<file path="src/rtl/core/rls_pkg.sv">
// ----------------------------------------------------------------------------
// rls_pkg
// Shared types and constants of the RGB Laplacian sharpening unit: payload
// structs of both channels, register map and register reset values.
// ----------------------------------------------------------------------------
`default_nettype none

package rls_pkg;

  // Default size limits of the line stores and row counter
  localparam int unsigned DEF_MAX_WIDTH  = 2048;
  localparam int unsigned DEF_MAX_HEIGHT = 4096;

  // Channel and pixel widths
  localparam int unsigned CHAN_W = 8;
  localparam int unsigned PIX_W  = 3 * CHAN_W;

  // Configuration port
  localparam int unsigned CFG_ADDR_W   = 3;
  localparam int unsigned CFG_DATA_W   = 32;
  localparam int unsigned CFG_WIDTH_W  = 12;
  localparam int unsigned CFG_HEIGHT_W = 13;
  localparam logic [CFG_WIDTH_W-1:0]  RESET_FRAME_WIDTH  = 12'd640;
  localparam logic [CFG_HEIGHT_W-1:0] RESET_FRAME_HEIGHT = 13'd480;

  // Register index, taken from the word address
  typedef enum logic [0:0] {
    REG_FRAME_WIDTH  = 1'b0,
    REG_FRAME_HEIGHT = 1'b1
  } reg_idx_t;

  // Input transaction: one raster pixel
  typedef struct packed {
    logic [CHAN_W-1:0] in_red;
    logic [CHAN_W-1:0] in_green;
    logic [CHAN_W-1:0] in_blue;
  } in_pixel_t;

  // Output transaction: one sharpened pixel
  typedef struct packed {
    logic [CHAN_W-1:0] out_red;
    logic [CHAN_W-1:0] out_green;
    logic [CHAN_W-1:0] out_blue;
    logic              frame_end;
  } out_pixel_t;

endpackage

`default_nettype wire

</file>
<file path="src/rtl/core/rls_cfg_regs.sv">
// ----------------------------------------------------------------------------
// rls_cfg_regs
// APB-style register file holding frame width and height. Gives the sizes
// clamped to the supported range and a restart pulse on every write.
// ----------------------------------------------------------------------------
`default_nettype none

module rls_cfg_regs #(
  parameter int unsigned MAX_WIDTH  = rls_pkg::DEF_MAX_WIDTH,
  parameter int unsigned MAX_HEIGHT = rls_pkg::DEF_MAX_HEIGHT,
  localparam int unsigned WW = $clog2(MAX_WIDTH) + 1,
  localparam int unsigned HW = $clog2(MAX_HEIGHT) + 1
) (
  input  wire logic                            clk,
  input  wire logic                            rst_n,
  input  wire logic                            cfg_psel,
  input  wire logic                            cfg_penable,
  input  wire logic                            cfg_pwrite,
  input  wire logic [rls_pkg::CFG_ADDR_W-1:0]  cfg_paddr,
  input  wire logic [rls_pkg::CFG_DATA_W-1:0]  cfg_pwdata,
  output logic      [rls_pkg::CFG_DATA_W-1:0]  cfg_prdata,
  output logic                                 cfg_pready,
  output logic      [WW-1:0]                   frame_w,
  output logic      [HW-1:0]                   frame_h,
  output logic                                 restart
);

  logic [rls_pkg::CFG_WIDTH_W-1:0]  frame_width_r;
  logic [rls_pkg::CFG_HEIGHT_W-1:0] frame_height_r;
  rls_pkg::reg_idx_t                reg_idx;
  logic                             wr_en;

  // Decode the access
  assign cfg_pready = 1'b1;
  assign reg_idx    = rls_pkg::reg_idx_t'(cfg_paddr[2]);
  assign wr_en      = cfg_psel & cfg_penable & cfg_pwrite;
  assign restart    = wr_en;

  // Hold the register values
  always_ff @(posedge clk) begin
    if (!rst_n) begin
      frame_width_r  <= rls_pkg::RESET_FRAME_WIDTH;
      frame_height_r <= rls_pkg::RESET_FRAME_HEIGHT;
    end else if (wr_en) begin
      case (reg_idx)
        rls_pkg::REG_FRAME_WIDTH: begin
          frame_width_r <= cfg_pwdata[rls_pkg::CFG_WIDTH_W-1:0];
        end
        rls_pkg::REG_FRAME_HEIGHT: begin
          frame_height_r <= cfg_pwdata[rls_pkg::CFG_HEIGHT_W-1:0];
        end
        default: begin
        end
      endcase
    end
  end

  // Return the addressed register
  always_comb begin
    case (reg_idx)
      rls_pkg::REG_FRAME_WIDTH:  cfg_prdata = rls_pkg::CFG_DATA_W'(frame_width_r);
      rls_pkg::REG_FRAME_HEIGHT: cfg_prdata = rls_pkg::CFG_DATA_W'(frame_height_r);
      default:                   cfg_prdata = '0;
    endcase
  end

  // Clamp the sizes: zero acts as one, beyond the limit as the limit
  always_comb begin
    if (frame_width_r == '0) begin
      frame_w = WW'(1);
    end else if (32'(frame_width_r) > 32'(MAX_WIDTH)) begin
      frame_w = WW'(MAX_WIDTH);
    end else begin
      frame_w = WW'(frame_width_r);
    end
    if (frame_height_r == '0) begin
      frame_h = HW'(1);
    end else if (32'(frame_height_r) > 32'(MAX_HEIGHT)) begin
      frame_h = HW'(MAX_HEIGHT);
    end else begin
      frame_h = HW'(frame_height_r);
    end
  end

endmodule

`default_nettype wire

</file>
<file path="config.mk">
export PLATFORM = sky130hd
export DESIGN_NAME = rls_cfg_regs
export DESIGN_NICKNAME = d
export VERILOG_FILES = /design/src/rtl/core/rls_pkg.sv /design/src/rtl/core/rls_cfg_regs.sv
export SDC_FILE = /design/constraint.sdc
export NUM_CORES = 1
export LEC_CHECK = 0
export BUFFER_PORTS_ARGS = -buffer_cell sky130_fd_sc_hd__buf_2
export CAP_MARGIN = 40
export CORE_MARGIN = 2
export CORE_UTILIZATION = 30
export DETAILED_ROUTE_END_ITERATION = 12
export PLACE_DENSITY = 0.58
export SLEW_MARGIN = 10
export SYNTH_ARGS = -nofsm -noshare
export SYNTH_HDL_FRONTEND = slang
export SYNTH_SLANG_ARGS = --single-unit
</file>
<file path="constraint.sdc">
create_clock -name clk -period 2.1 [get_ports clk]
set_input_delay 0.42 -clock clk [delete_from_list [all_inputs] [get_ports clk]]
set_output_delay 0.42 -clock clk [all_outputs]
set_load 0.05 [all_outputs]
</file>
==> flow_metrics.tcl <==
set metrics [dict create \
    ir_drop_v 0.0002188 \
    worstSetupStartpoint "frame_width_r[4]$_SDFFE_PN0P_" \
    io_pins 99 \
    routabilityCongestion 0.7123 \
    fmax_ghz 0.5196 \
    first_pass_iters 4 \
    core.rowCount 26 \
    initial_core_util 0.3062 \
    die_h_um 75.74 \
    hold_viol_final 0 \
    cts_tree "built" \
    core_um2 5042 \
    cts_root_buf "clkbuf_8" \
    period_needed_ns 1.925 \
    worst-path-max-fanout 4 \
    via_per_inst 4.234 \
    antenna_found_initial 0 \
    netlist_area_um2 1544 \
    cellPowerDensity_nw_per_um2 570.3 \
    reg2reg_from "frame_height_r[12]$_SDFFE_PN0P_" \
    fp.dieW_um 75.74 \
    rsz0062_at_grt "false" \
    setup_violations 0 \
    required_ns 1.68 \
    drt_iter0_markers 60 \
    outcome "finished, final reports clean" \
    vias 1266 \
    swShare 0.3520 \
    synthFlopType "dfxtp_1" \
    worst_pin_slew_ns 0.5587 \
    ctsHtreeMaxLevel 1 \
    avgSynthCellArea_um2 8.723 \
    p_int_uw 684.4 \
    leakagePower_uw 0.0009163 \
    wire_per_inst_um 12.10 \
    yosysSeqAreaShare 0.3241 \
    rr_endpoint "frame_height_r[12]$_SDFFE_PN0P_" \
    multi_input_area_um2 888.4 \
    maxSlewHeadroom 0.6272 \
    finalMaxSlewViolations 0 \
    grt_start_max_net_pins 33 \
    placed_area_um2 1807 \
    cts_buffers 3 \
    ant_nets 0 \
    gr-total-overflow 0 \
    fin_tns_setup_ns 0 \
    hpwl_um 2854 \
    clkLatencyLatePin_ns 0.26 \
    antenna_cells 0 \
    yosys_warnings 0 \
    cts_setup_buffers 0 \
    final_area_um2 1852 \
    grt.total_usage 0.1246 \
    cts_resized 0 \
    regArea_um2 500.5 \
    grt_pass1_vias 1053 \
    hold_slack_ns 0.4023 \
    syn_inst 177 \
    layout.nets 270 \
    cp-endpoint "frame_w[0]" \
    fin_crit_sh 0.9165 \
    p_switching_uw 371.7 \
    cts_sinks 25 \
    grt_pass1_wl_um 5395 \
    power_frac_comb 0.267 \
    p_seq_frac 0.470 \
    drc 0 \
    hold_class "primary input to register" \
    synth-async-reset-ratio 0 \
    drive_gt1_frac 0.3362 \
    layout_commonest_cell "buf_2" \
    io_buffers 57 \
    die_area_um2 5737 \
    worstRegToRegCells 3 \
    cts_hold_buf 0 \
    ys_ff_latch 25 \
    path_class "register to output pin" \
    arrival_ns 1.50 \
    fillers 549 \
    clockPowerShare 0.263 \
    synth.distinct_cells 22 \
    fin_worst_skew_ns 0 \
    synth_edf_count 0 \
    power.total_uw 1056 \
    cap_violations 0 \
    startpoint_type "register" \
    rrSetupSlack_ns 1.17 \
    end_kind "output pin" \
    finalWirelength_um 3618 \
    final_cell_mix "buf_2 (57), nor2b_1 (33), nand2_1 (32)" \
    clkTransAtPathRegs_ns 0.08 \
    synthToLayoutAreaGrowth_pct 19.94 \
    clock_path_buffers 2 \
]
## critical path, cell delays in order, from the launching register on
cell,delay [ns]
dfxtp_1,0.34
nor4_1,0.40
a41o_1,0.24
buf_2,0.26
## cell type report
| cell class | count | share of cell area |
|---|---|---|
| Sequential cell | 25 | 0.2703 |
| Tap cell | 70 | 0.04730 |
| Timing Repair Buffer | 62 | 0.1743 |
| Inverter | 2 | 0.004054 |
| Multi-Input combinational cell | 136 | 0.4797 |
| Clock buffer | 4 | 0.02432 |
## cells by family after synthesis
kind of cell / Yosys count / share of synthesized area
and+or+nand+nor: 77 / 0.2682
DFF: 25 / 0.3241
AOI/OAI and AO/OA: 3 / 0.01620
muxes: 36 / 0.2423
buffers and inverters: 34 / 0.1442
other: 2 / 0.004864
## registers in the layout, indices dropped and copies added, names as in the netlist
signal and cells:
frame_width_r 12, frame_height_r 13
## stage by stage
stage          utilization  worst slack, ns  cells
6_report            0.3672           0.1753    299
5_1_grt             0.3672           0.1196    299
4_1_cts             0.3672           0.1534    299
3_5_place_dp        0.3583           0.3158    295
3_3_place_gp        0.3583           0.3158    295
2_1_floorplan            -           0.2574    195
## worst min-delay path by stage
stage	startpoint	end	slack, ns	cells after the start
3_3_place_gp	frame_width_r[0]$_SDFFE_PN0P_	frame_width_r[0]$_SDFFE_PN0P_	0.46	2
4_1_cts	cfg_pwdata[6]	frame_width_r[6]$_SDFFE_PN0P_	0.40	3
6_report	cfg_pwdata[12]	frame_height_r[12]$_SDFFE_PN0P_	0.40	3
5_1_grt	cfg_pwdata[6]	frame_width_r[6]$_SDFFE_PN0P_	0.40	3
3_5_place_dp	frame_width_r[0]$_SDFFE_PN0P_	frame_width_r[0]$_SDFFE_PN0P_	0.47	2
2_1_floorplan	frame_width_r[0]$_SDFFE_PN0P_	frame_width_r[0]$_SDFFE_PN0P_	0.44	2
## synthesized netlist by cell type, drive strengths merged (2+ instances only)
cell,count,area share
nand2,32,0.078
conb,2,0.0049
buf,24,0.12
mux2,11,0.080
dfxtp,25,0.32
inv,2,0.0049
nor4,5,0.020
clkbuf,8,0.019
mux2i,25,0.16
nor2b,33,0.13
## routing by layer
metal | vias up | GRT usage | routed length [um]
li1 | 647 | - | -
met1 | 578 | 0.1830 | 1732
met3 | 2 | 0.02646 | 203
met4 | 0 | 0.02339 | 12
met2 | 39 | 0.1887 | 1669
met5 | - | 0 | 0
## power groups by stage
stage	clock network (uW)	registers, uW	logic, uW
final	278	496	282
after floorplan	0	502	260
after global placement	0	507	282
after detailed placement	0	507	283
after CTS	284	496	283
after global routing	307	498	300
(Power assumes the default switching activity.)
