--- config.mk ---
export PLATFORM = sky130hd
export DESIGN_NAME = rls_lane
export DESIGN_NICKNAME = d
export VERILOG_FILES = /design/src/rtl/core/rls_pkg.sv /design/src/rtl/core/rls_lane.sv
export SDC_FILE = /design/constraint.sdc
export NUM_CORES = 1
export LEC_CHECK = 0
export BUFFER_PORTS_ARGS = -buffer_cell sky130_fd_sc_hd__buf_2
export CAP_MARGIN = 20
export CORE_MARGIN = 4
export CORE_UTILIZATION = 40
export DETAILED_ROUTE_END_ITERATION = 16
export PLACE_DENSITY = 0.66
export SLEW_MARGIN = 30
export SYNTH_ARGS = -nofsm -noshare
export SYNTH_HDL_FRONTEND = slang
export SYNTH_SLANG_ARGS = --single-unit
--- constraint.sdc ---
create_clock -name vclk -period 6.2
set_input_delay 0.31 -clock vclk [all_inputs]
set_output_delay 0.31 -clock vclk [all_outputs]
set_load 0.1 [all_outputs]
--- src/rtl/core/rls_pkg.sv ---
// ----------------------------------------------------------------------------
// rls_pkg
// Shared types and constants of the RGB Laplacian sharpening unit: payload
// structs of both channels, register map and register reset values.
// ----------------------------------------------------------------------------
`default_nettype none

package rls_pkg;

  // Default size limits of the line stores and row counter
  localparam int unsigned DEF_MAX_WIDTH  = 2048;
  localparam int unsigned DEF_MAX_HEIGHT = 4096;

  // Channel and pixel widths
  localparam int unsigned CHAN_W = 8;
  localparam int unsigned PIX_W  = 3 * CHAN_W;

  // Configuration port
  localparam int unsigned CFG_ADDR_W   = 3;
  localparam int unsigned CFG_DATA_W   = 32;
  localparam int unsigned CFG_WIDTH_W  = 12;
  localparam int unsigned CFG_HEIGHT_W = 13;
  localparam logic [CFG_WIDTH_W-1:0]  RESET_FRAME_WIDTH  = 12'd640;
  localparam logic [CFG_HEIGHT_W-1:0] RESET_FRAME_HEIGHT = 13'd480;

  // Register index, taken from the word address
  typedef enum logic [0:0] {
    REG_FRAME_WIDTH  = 1'b0,
    REG_FRAME_HEIGHT = 1'b1
  } reg_idx_t;

  // Input transaction: one raster pixel
  typedef struct packed {
    logic [CHAN_W-1:0] in_red;
    logic [CHAN_W-1:0] in_green;
    logic [CHAN_W-1:0] in_blue;
  } in_pixel_t;

  // Output transaction: one sharpened pixel
  typedef struct packed {
    logic [CHAN_W-1:0] out_red;
    logic [CHAN_W-1:0] out_green;
    logic [CHAN_W-1:0] out_blue;
    logic              frame_end;
  } out_pixel_t;

endpackage

`default_nettype wire

--- src/rtl/core/rls_lane.sv ---
// ----------------------------------------------------------------------------
// rls_lane
// One colour lane: five times the centre minus the four cross neighbours,
// clamped to 0..255.
// ----------------------------------------------------------------------------
`default_nettype none

module rls_lane (
  input  wire logic [rls_pkg::CHAN_W-1:0] centre,
  input  wire logic [rls_pkg::CHAN_W-1:0] left_px,
  input  wire logic [rls_pkg::CHAN_W-1:0] right_px,
  input  wire logic [rls_pkg::CHAN_W-1:0] up_px,
  input  wire logic [rls_pkg::CHAN_W-1:0] down_px,
  output logic      [rls_pkg::CHAN_W-1:0] result
);

  // 5 * 255 needs 11 bits; one more carries the sign of the difference
  localparam int unsigned SW = rls_pkg::CHAN_W + 4;

  logic [SW-1:0] centre5;
  logic [SW-1:0] ring_sum;
  logic [SW-1:0] diff;

  assign centre5  = (SW'(centre) << 2) + SW'(centre);
  assign ring_sum = SW'(left_px) + SW'(right_px) + SW'(up_px) + SW'(down_px);
  assign diff     = centre5 - ring_sum;

  // Clamp: negative to zero, above the channel range to full scale
  always_comb begin
    if (diff[SW-1]) begin
      result = '0;
    end else if (diff[SW-2:rls_pkg::CHAN_W] != '0) begin
      result = '1;
    end else begin
      result = diff[rls_pkg::CHAN_W-1:0];
    end
  end

endmodule

`default_nettype wire

==> out/summary.txt, run 1 <==
run status -> finished, final reports clean
number of slew-limit violations in the final report -> 0
number of gates given a new drive strength after cts -> 0
number of placed I/O pins -> 48
number of buffers and inverters on the critical path -> 5
post-CTS setup buffers -> 0
post-layout util -> 50.4%
sequential fraction of design power -> 0%
Cell Count, Final, Fillers Out -> 260
Int Power -> 257 uW
Static Leakage -> 1.01 nW
via count of the first global-routing pass -> 1180
area added between synthesis and finish -> 21.3%
share of layout cells above drive strength 1 -> 24.3%
type of the worst min-delay path -> in2out
Top cell by count, worst path -> sky130_fd_sc_hd__fa_1
fmax -> 0.225 GHz
sequential cell area -> 0 um2
power per unit of standard cell area -> 477 mW/mm2
data required time at the worst endpoint -> 5890 ps
maximum cell stage delay along the critical path -> 540 ps
share of the yosys chip area belonging to registers -> 0%
largest fanout on the critical path -> 8
detail-routed net length per standard cell -> 9.16 um
smallest hold slack -> 1410 ps
count of endpoints failing hold in the final timing report -> 0
wire length of the first global-routing pass -> 4430 um
crit start category -> primary input
placement row count -> 21
number of DRC violations after detailed routing -> 0
starting density of the core -> 41.6%
slew at the pin closest to its max-slew limit -> 553 ps
Detailed Route Iter0 Violations -> 8
Clock Buffer Count -> 0
Netlist cell types -> 21
power consumption -> 809 uW
Maximum Capacitance Violations -> 0
startpoint-to-endpoint class of the critical path -> in2out
vias per inst -> 4.40
Ant. Diodes -> 0
number of hold-repair buffers added at the cts stage -> 0
element type at the critical path end -> output port
post-synthesis instance total -> 166
Final Wtd Congestion -> 0.715
Synth warnings -> 0
clock power share -> 0%
dpl ws -> 1730 ps
vias -> 1143
post-placement cell area -> 0.00170 mm2
Critical Path, Cell by Cell -> buf_2, inv_1, fa_1, fa_1, inv_1, fa_1, inv_1, fa_1, a211oi_2, o21ai_2, a221oi_2, xnor2_1, nor3_4, a21oi_1, buf_2
relative slew slack -> 63.2%
maximum number of pins on one net before global-route repair -> 9
P_sw -> 552 uW
crit path from -> right_px[1]
core footprint -> 0.00336 mm2
quantity of I/O buffers inserted on ports -> 48
final worst path period share -> 71.8%
Chip Width -> 67.1 um
synthesized area divided by synthesized cell count -> 8.43 um2
number of nets produced by synthesis -> 251
share of the synthesized area in the top cell type -> 42.9%
GRT Overall Usage -> 12.0%
Routed Wire Length -> 2380 um
worst ir drop on vdd -> 0.000257 V
number of nets at the end of the flow -> 301
ranking of synthesized cells by instance count -> 69 x sky130_fd_sc_hd__inv_1, 30 x sky130_fd_sc_hd__fa_1, 16 x sky130_fd_sc_hd__a21oi_1
Worst Setup Slack, final -> 1750 ps
critical path arrival -> 4140 ps
Seq Cell Count -> 0
first-pass detailed-route iteration total -> 4
Cells after DPL -> 260
die outline area -> 0.00451 mm2
unrepaired setup endpoints after global routing -> false
logic gate share of total power -> 100.0%
Detail Route Antenna Nets -> 0
cell taking the most area after synthesis -> sky130_fd_sc_hd__fa_1
initial antenna violation count -> 0
cells taking the most area after synthesis -> sky130_fd_sc_hd__fa_1 43%, sky130_fd_sc_hd__inv_1 19%, sky130_fd_sc_hd__ha_1 13%, sky130_fd_sc_hd__a21oi_1 5.7%, sky130_fd_sc_hd__xnor2_1 5.6%
family with the most delay on the worst path -> adder cells
layout filler cell count -> 387
slowest stage cell on the critical path -> sky130_fd_sc_hd__fa_1
design area -> 0.00170 mm2
post-layout minimum cycle time -> 4450 ps
setup-violating endpoint count in the final report -> 0
worst hold path startpoint -> centre[0]
final sum of negative setup slack -> 0 ps
sw frac -> 68.3%
global-route congestion overflow total -> 0
dominant cell by count in the synthesized netlist -> sky130_fd_sc_hd__inv_1
sum of net half-perimeters after detailed placement -> 2330 um
post-synthesis cell area -> 0.00140 mm2
height of the die -> 67.1 um
==> area by class of cell <==
| cell class | instances | area (um2) | area share [%] |
|---|---|---|---|
| inverter | 69 | 259 | 15.3 |
| multi-input combinational | 97 | 1140 | 67.2 |
| tap | 46 | 57.6 | 3.39 |
| timing repair buffer | 48 | 240 | 14.2 |
==> power groups by stage <==
stage | Sequential, mW | Combinational, mW | Clock [mW]
after floorplan | 0 | 0.697 | 0
after global placement | 0 | 0.818 | 0
after detailed placement | 0 | 0.821 | 0
after CTS | 0 | 0.824 | 0
after global routing | 0 | 0.911 | 0
final | 0 | 0.809 | 0
==> cells by family after synthesis <==
logic type                 count (synthesis)  share of synthesized area [%]
xor gates and xnor gates                  11                           6.89
adders and majority gates                 45                           56.4
muxes                                      1                          0.716
and+or+nand+nor                           10                           3.85
buffers and inverters                     69                           18.5
AOI/OAI and AO/OA                         30                           13.7
==> path summary, 6_finish.rpt <==
path,endpoint,cells after the start
max,result[0],15
min,result[0],5
==> routing by layer <==
layer	vias to the layer above	GRT usage, %	share of wire (%)	routed length, um
met4	0	0	0	0
met2	28	24.2	54	1280
li1	586	-	-	-
met3	0	0	5.9	140
met5	-	0	0	0
met1	529	15.1	40	956
==> layout by cell type, fill, tap and decap left out <==
cell type and instances:
sky130_fd_sc_hd__a211oi_2 1, sky130_fd_sc_hd__a21o_1 3, sky130_fd_sc_hd__a21oi_1 16, sky130_fd_sc_hd__a221oi_2 1, sky130_fd_sc_hd__a31oi_1 1, sky130_fd_sc_hd__buf_2 48, sky130_fd_sc_hd__fa_1 30, sky130_fd_sc_hd__ha_1 15
sky130_fd_sc_hd__inv_1 69, sky130_fd_sc_hd__mux2i_1 1, sky130_fd_sc_hd__nand2_1 4, sky130_fd_sc_hd__nand3_1 3, sky130_fd_sc_hd__nor2_1 2, sky130_fd_sc_hd__nor3_4 1, sky130_fd_sc_hd__o211ai_1 2, sky130_fd_sc_hd__o21a_1 1
sky130_fd_sc_hd__o21ai_0 2, sky130_fd_sc_hd__o21ai_2 1, sky130_fd_sc_hd__o21bai_1 1, sky130_fd_sc_hd__o22ai_1 1, sky130_fd_sc_hd__xnor2_1 9, sky130_fd_sc_hd__xor2_1 2
Power figures use the tool's default switching activity.
==> inputs of run 2 (changes only) <==
--- a/config.mk
+++ b/config.mk
@@ -5,12 +5,13 @@
 export SDC_FILE = /design/constraint.sdc
 export NUM_CORES = 1
 export LEC_CHECK = 0
+export ABC_AREA = 1
 export BUFFER_PORTS_ARGS = -buffer_cell sky130_fd_sc_hd__buf_2
 export CAP_MARGIN = 20
 export CORE_MARGIN = 4
 export CORE_UTILIZATION = 40
 export DETAILED_ROUTE_END_ITERATION = 16
-export PLACE_DENSITY = 0.66
+export PLACE_DENSITY = 0.67
 export SLEW_MARGIN = 30
 export SYNTH_ARGS = -nofsm -noshare
 export SYNTH_HDL_FRONTEND = slang
==> constraint.sdc (replaced) <==
create_clock -name vclk -period 3.6
set_input_delay 0.18 -clock vclk [all_inputs]
set_output_delay 0.18 -clock vclk [all_outputs]
set_load 0.1 [all_outputs]
==> run 2 against run 1 <==
Compared with the run above: first-iteration DRC count rose by 63%; non-clock buffer count rose by 13; final area grew 40%; flip-flop and latch count did not move; synthesized area increased by 9.9%; die area increased by 8.7%; critical path depth up 6; via count rose by 24%; worst setup slack lost 1700 ps; sequential share of layout area unchanged; critical path type unchanged.
==> out/summary.txt, run 2 <==
run status -> finished, final reports clean (unchanged)
number of buffers and inverters on the critical path -> 8 (was 5)
family with the most delay on the worst path -> adder cells (unchanged)
crit start category -> primary input (unchanged)
starting density of the core -> 41.7% (was 41.6%)
Clock Buffer Count -> 0 (unchanged)
Chip Width -> 70 um (was 67.1 um)
die outline area -> 0.00490 mm2 (was 0.00451 mm2)
Detailed Route Iter0 Violations -> 13 (was 8)
Detail Route Antenna Nets -> 0 (unchanged)
area added between synthesis and finish -> 54.7% (was 21.3%)
post-synthesis cell area -> 0.00154 mm2 (was 0.00140 mm2)
type of the worst min-delay path -> in2out (unchanged)
post-layout minimum cycle time -> 3520 ps
wire length of the first global-routing pass -> 5680 um (was 4430 um)
slowest stage cell on the critical path -> sky130_fd_sc_hd__fa_1 (unchanged)
height of the die -> 70 um (was 67.1 um)
number of nets at the end of the flow -> 359 (was 301)
largest fanout on the critical path -> 6 (was 8)
number of nets produced by synthesis -> 296 (was 251)
design area -> 0.00238 mm2 (was 0.00170 mm2)
critical path arrival -> 3340 ps (was 4140 ps)
vias -> 1417 (was 1143)
Seq Cell Count -> 0 (unchanged)
fmax -> 0.284 GHz
placement row count -> 22 (was 21)
first-pass detailed-route iteration total -> 2 (was 4)
ranking of synthesized cells by instance count -> 81 x sky130_fd_sc_hd__inv_1, 32 x sky130_fd_sc_hd__nand2_1, 30 x sky130_fd_sc_hd__fa_1 (was 69 x sky130_fd_sc_hd__inv_1, 30 x sky130_fd_sc_hd__fa_1, 16 x sky130_fd_sc_hd__a21oi_1)
initial antenna violation count -> 0 (unchanged)
number of slew-limit violations in the final report -> 0 (unchanged)
maximum number of pins on one net before global-route repair -> 9 (unchanged)
cells taking the most area after synthesis -> sky130_fd_sc_hd__fa_1 39%, sky130_fd_sc_hd__inv_1 20%, sky130_fd_sc_hd__ha_1 12%, sky130_fd_sc_hd__nand2_1 7.8%, sky130_fd_sc_hd__a21oi_1 4.6% (was sky130_fd_sc_hd__fa_1 43%, sky130_fd_sc_hd__inv_1 19%, sky130_fd_sc_hd__ha_1 13%, sky130_fd_sc_hd__a21oi_1 5.7%, sky130_fd_sc_hd__xnor2_1 5.6%)
most common cell after layout, fill and taps aside -> sky130_fd_sc_hd__inv_1 (unchanged)
Synth warnings -> 0 (unchanged)
cell taking the most area after synthesis -> sky130_fd_sc_hd__fa_1 (unchanged)
sum of net half-perimeters after detailed placement -> 2810 um (was 2330 um)
GRT Overall Usage -> 13.1% (was 12.0%)
Critical Path, Cell by Cell -> buf_2, inv_2, fa_1, inv_1, fa_1, inv_2, fa_1, inv_2, ha_4, nand2_4, inv_2, nand2_1, nand2_1, nand2_2, nand3_2, nand2_2, nand2_2, nor2_4, buf_12, a21oi_4, buf_12 (was buf_2, inv_1, fa_1, fa_1, inv_1, fa_1, inv_1, fa_1, a211oi_2, o21ai_2, a221oi_2, xnor2_1, nor3_4, a21oi_1, buf_2)
count of endpoints failing hold in the final timing report -> 0 (unchanged)
number of placed I/O pins -> 48 (unchanged)
Final Wtd Congestion -> 0.802 (was 0.715)
sequential cell area -> 0 um2 (unchanged)
post-synthesis instance total -> 211 (was 166)
Routed Wire Length -> 3250 um (was 2380 um)
global-route congestion overflow total -> 0 (unchanged)
data required time at the worst endpoint -> 3420 ps (was 5890 ps)
Ant. Diodes -> 0 (unchanged)
via count of the first global-routing pass -> 1486 (was 1180)
Netlist cell types -> 20 (was 21)
setup-violating endpoint count in the final report -> 0 (unchanged)
Top cell by count, worst path -> sky130_fd_sc_hd__inv_2 (was sky130_fd_sc_hd__fa_1)
quantity of I/O buffers inserted on ports -> 48 (unchanged)
post-placement cell area -> 0.00218 mm2 (was 0.00170 mm2)
startpoint-to-endpoint class of the critical path -> in2out (unchanged)
share of the synthesized area in the top cell type -> 39.1% (was 42.9%)
vias per inst -> 4.43 (was 4.40)
share of layout cells above drive strength 1 -> 44.1% (was 24.3%)
synthesized area divided by synthesized cell count -> 7.29 um2 (was 8.43 um2)
final worst path period share -> 97.9%
core footprint -> 0.00369 mm2 (was 0.00336 mm2)
detail-routed net length per standard cell -> 10.2 um (was 9.16 um)
dominant cell by count in the synthesized netlist -> sky130_fd_sc_hd__inv_1 (unchanged)
slew at the pin closest to its max-slew limit -> 336 ps (was 553 ps)
share of the yosys chip area belonging to registers -> 0% (unchanged)
element type at the critical path end -> output port (unchanged)
relative slew slack -> 77.4% (was 63.2%)
Maximum Capacitance Violations -> 0 (unchanged)
maximum cell stage delay along the critical path -> 520 ps (was 540 ps)
number of DRC violations after detailed routing -> 0 (unchanged)
unrepaired setup endpoints after global routing -> true (was false)
most frequent cells in the layout -> 71 x sky130_fd_sc_hd__inv_1, 38 x sky130_fd_sc_hd__buf_2, 29 x sky130_fd_sc_hd__fa_1, 20 x sky130_fd_sc_hd__nand2_1, 12 x sky130_fd_sc_hd__nand2_2 (was 69 x sky130_fd_sc_hd__inv_1, 48 x sky130_fd_sc_hd__buf_2, 30 x sky130_fd_sc_hd__fa_1, 16 x sky130_fd_sc_hd__a21oi_1, 15 x sky130_fd_sc_hd__ha_1)
smallest hold slack -> 1070 ps (was 1410 ps)
## run 2: cell count changes after synthesis, sizes merged, moves of 4 or more
cell | previous run | this run
inv | 69 | 82
nor2 | 2 | 8
nand2 | 4 | 36
xnor2 | 9 | 5
nand3 | 3 | 10
## run 2: cell families (layout without fill, tap and decap cells)
logic type | after synthesis | count (layout) | synth area share [%]
and+or+nand+nor | 58 | 58 | 17.7
AOI/OAI and AO/OA | 17 | 17 | 5.86
muxes | 1 | 1 | 0.651
buffers and inverters | 82 | 143 | 20.0
adders and majority gates | 45 | 45 | 51.3
xor gates and xnor gates | 8 | 8 | 4.56
## run 2: per-layer routing
layer  share of wire (%)  up-vias  GRT usage, %
met5                   0        -             0
met4                0.49        0             0
met3                 4.3        2         0.576
met2                  56       27          27.1
met1                  39      660          15.6
li1                    -      728             -
## run 2: what timing repair did
item | CTS | global route
setup endpoints to repair | 8 | 8
buffers inserted | 0 | 2
hold buffers | 0 | 0
pin swaps | 2 | 24
resized for setup | 8 | 37
## run 2: path summary, 6_finish.rpt
path                  startpoint         to  slack [ps]  depth (start not counted)
worst max-delay path   centre[2]  result[1]          80                         21
worst min-delay path   centre[0]  result[0]        1070                          5
## run 2: through the flow
step           setup WS, ps  TNS, ps  std cells  utilization, %
2_1_floorplan         0.155        0        211               -
3_3_place_gp          -88.3     -580        318            59.2
3_5_place_dp          -89.0     -593        318            59.2
4_1_cts                1.60        0        318            61.0
5_1_grt               -59.3     -284        320            64.5
6_report               76.7        0        320            64.5
## run 2: area by class of cell
class	count	area (um2)
tap	48	60.1
timing repair buffer	61	495
multi-input combinational	129	1520
fill	301	1310
inverter	82	308
Power of run 2 is not shown: default switching activity piles up to over one toggle a cycle in this logic, so the estimate is an artifact.
==> inputs of run 3 (changes only) <==
--- a/config.mk
+++ b/config.mk
@@ -8,10 +8,9 @@
 export ABC_AREA = 1
 export BUFFER_PORTS_ARGS = -buffer_cell sky130_fd_sc_hd__buf_2
 export CAP_MARGIN = 20
-export CORE_MARGIN = 4
+export CORE_MARGIN = 2
 export CORE_UTILIZATION = 40
 export DETAILED_ROUTE_END_ITERATION = 16
-export PLACE_DENSITY = 0.67
 export SLEW_MARGIN = 30
 export SYNTH_ARGS = -nofsm -noshare
 export SYNTH_HDL_FRONTEND = slang
==> constraint.sdc (replaced) <==
create_clock -name vclk -period 4.2
set_input_delay 0.21 -clock vclk [all_inputs]
set_output_delay 0.21 -clock vclk [all_outputs]
set_load 0.1 [all_outputs]
==> run 3 against run 2 <==
Compared with the run above: die area shrank 11%; utilization shrank 13 points; critical path type unchanged; non-clock buffer count decreased by 13; critical path depth down 3; cell count is 4.1% lower; global-route usage rose by 1.5 points; flip-flop and latch count did not move; final area fell by 21%.
==> out/summary.txt, run 3 (synthesis results as in run 2) <==
most frequent cells in the layout -> 81 x sky130_fd_sc_hd__inv_1, 45 x sky130_fd_sc_hd__buf_2, 32 x sky130_fd_sc_hd__nand2_1, 30 x sky130_fd_sc_hd__fa_1, 15 x sky130_fd_sc_hd__ha_1 (was 71 x sky130_fd_sc_hd__inv_1, 38 x sky130_fd_sc_hd__buf_2, 29 x sky130_fd_sc_hd__fa_1, 20 x sky130_fd_sc_hd__nand2_1, 12 x sky130_fd_sc_hd__nand2_2)
setup-violating endpoint count in the final report -> 0 (unchanged)
Maximum Capacitance Violations -> 0 (unchanged)
number of slew-limit violations in the final report -> 0 (unchanged)
sum of net half-perimeters after detailed placement -> 2540 um (was 2810 um)
via count of the first global-routing pass -> 1310 (was 1486)
fmax -> 0.255 GHz
Seq Cell Count -> 0 (unchanged)
run status -> finished, final reports clean (unchanged)
Clock Buffer Count -> 0 (unchanged)
first-pass detailed-route iteration total -> 4 (was 2)
number of hold-repair buffers added at the cts stage -> 0 (unchanged)
quantity of I/O buffers inserted on ports -> 48 (unchanged)
crit start category -> primary input (unchanged)
startpoint-to-endpoint class of the critical path -> in2out (unchanged)
Ant. Diodes -> 0 (unchanged)
slew at the pin closest to its max-slew limit -> 487 ps (was 336 ps)
length of routed met3 wiring -> 101 um (was 140 um)
share of layout cells above drive strength 1 -> 22.8% (was 44.1%)
wl on met1 -> 1200 um (was 1280 um)
starting density of the core -> 41.7% (unchanged)
design area -> 0.00188 mm2 (was 0.00238 mm2)
largest fanout on the critical path -> 8 (was 6)
type of the worst min-delay path -> in2out (unchanged)
Final Wtd Congestion -> 0.791 (was 0.802)
Max Used Layer -> met3 (was met4)
post-layout minimum cycle time -> 3920 ps
final worst path period share -> 93.3%
height of the die -> 66 um (was 70 um)
area added between synthesis and finish -> 22.5% (was 54.7%)
layout filler cell count -> 377 (was 301)
Detailed Route Iter0 Violations -> 20 (was 13)
initial antenna violation count -> 0 (unchanged)
maximum number of pins on one net before global-route repair -> 9 (unchanged)
relative slew slack -> 67.8% (was 77.4%)
worst ir drop on vdd -> 0.000420 V
Static Leakage -> 1.17 nW
vias -> 1307 (was 1417)
slowest stage cell on the critical path -> sky130_fd_sc_hd__fa_1 (unchanged)
die outline area -> 0.00436 mm2 (was 0.00490 mm2)
wire length of the first global-routing pass -> 5230 um (was 5680 um)
dpl ws -> 290 ps (was -89.0 ps)
post-CTS setup buffers -> 0 (unchanged)
number of DRC violations after detailed routing -> 0 (unchanged)
Cell Count, Final, Fillers Out -> 307 (was 320)
number of gates given a new drive strength after cts -> 0 (was 8)
Chip Width -> 66 um (was 70 um)
maximum cell stage delay along the critical path -> 550 ps (was 520 ps)
count of endpoints failing hold in the final timing report -> 0 (unchanged)
core footprint -> 0.00369 mm2 (unchanged)
power per unit of standard cell area -> 728 mW/mm2
power consumption -> 1.37 mW
Detail Route Antenna Nets -> 0 (unchanged)
element type at the critical path end -> output port (unchanged)
unrepaired setup endpoints after global routing -> false (was true)
global-route congestion overflow total -> 0 (unchanged)
vias per inst -> 4.26 (was 4.43)
critical path arrival -> 3710 ps (was 3340 ps)
number of placed I/O pins -> 48 (unchanged)
sequential cell area -> 0 um2 (unchanged)
post-placement cell area -> 0.00188 mm2 (was 0.00218 mm2)
most common cell after layout, fill and taps aside -> sky130_fd_sc_hd__inv_1 (unchanged)
number of nets at the end of the flow -> 346 (was 359)
Top cell by count, worst path -> sky130_fd_sc_hd__fa_1 (was sky130_fd_sc_hd__inv_2)
area used by multi-input combinational logic -> 0.00123 mm2 (was 0.00152 mm2)
placement row count -> 22 (unchanged)
Critical Path, Cell by Cell -> buf_2, inv_1, fa_1, fa_1, inv_1, fa_1, inv_1, fa_1, nand3_1, nand3_2, nand2_2, nand2_1, nand2_1, nand2_1, nand3_2, nor2_4, a21oi_1, buf_2 (was buf_2, inv_2, fa_1, inv_1, fa_1, inv_2, fa_1, inv_2, ha_4, nand2_4, inv_2, nand2_1, nand2_1, nand2_2, nand3_2, nand2_2, nand2_2, nor2_4, buf_12, a21oi_4, buf_12)
Routed Wire Length -> 2710 um (was 3250 um)
detail-routed net length per standard cell -> 8.82 um (was 10.2 um)
Worst Setup Slack, final -> 283 ps (was 76.7 ps)
data required time at the worst endpoint -> 3990 ps (was 3420 ps)
GRT Overall Usage -> 14.6% (was 13.1%)
routed wl met2 -> 1400 um (was 1810 um)
smallest hold slack -> 1210 ps (was 1070 ps)
Cells after DPL -> 307 (was 318)
run 3: cell count changes in the layout (fill, tap and decap cells not counted), moves of 6 or more:
cell,previous run,this run
sky130_fd_sc_hd__buf_12,10,3
sky130_fd_sc_hd__inv_1,71,81
sky130_fd_sc_hd__ha_4,6,0
sky130_fd_sc_hd__ha_1,9,15
sky130_fd_sc_hd__buf_2,38,45
sky130_fd_sc_hd__a21oi_4,9,0
sky130_fd_sc_hd__inv_2,11,1
sky130_fd_sc_hd__a21oi_1,2,14
sky130_fd_sc_hd__buf_4,11,0
sky130_fd_sc_hd__nand2_1,20,32
sky130_fd_sc_hd__nand2_2,12,4
run 3: power by group:
| group | switching (mW) | leakage, nW | internal (mW) | total, mW |
|---|---|---|---|---|
| combinational | 0.933 | 1.17 | 0.438 | 1.37 |
| clock | 0 | 0 | 0 | 0 |
| sequential | 0 | 0 | 0 | 0 |
| total | 0.933 | 1.17 | 0.438 | 1.37 |
run 3: final timing paths:
kind	start	endpoint	cells past startpoint	slack, ps
min	centre[0]	result[0]	5	1210
max	right_px[1]	result[1]	18	280
run 3: worst max-delay path: cells and delay by family:
kind	cells	cell delay, ps
adder cells (fa/ha/maj)	4	2050
AO/OA/AOI/OAI	1	120
buffers and inverters	5	680
AND/OR/NAND/NOR	8	640
run 3: area by class of cell:
type	instances	area share (%)
repair buffers	48	15.1
multi-input cells	129	65.3
well taps	48	3.19
inverters	82	16.3
run 3: stage by stage:
stage,util (%),setup TNS [ps]
global route,51.1,0
global placement,51.1,0
floorplan,-,-2960
CTS,51.1,0
detailed placement,51.1,0
finish,51.1,0
run 3: metal layers:
| metal | vias up | track usage, % |
|---|---|---|
| li1 | 700 | - |
| met1 | 580 | 18.1 |
| met2 | 27 | 29.5 |
| met3 | 0 | 0.341 |
| met4 | 0 | 0 |
| met5 | - | 0 |
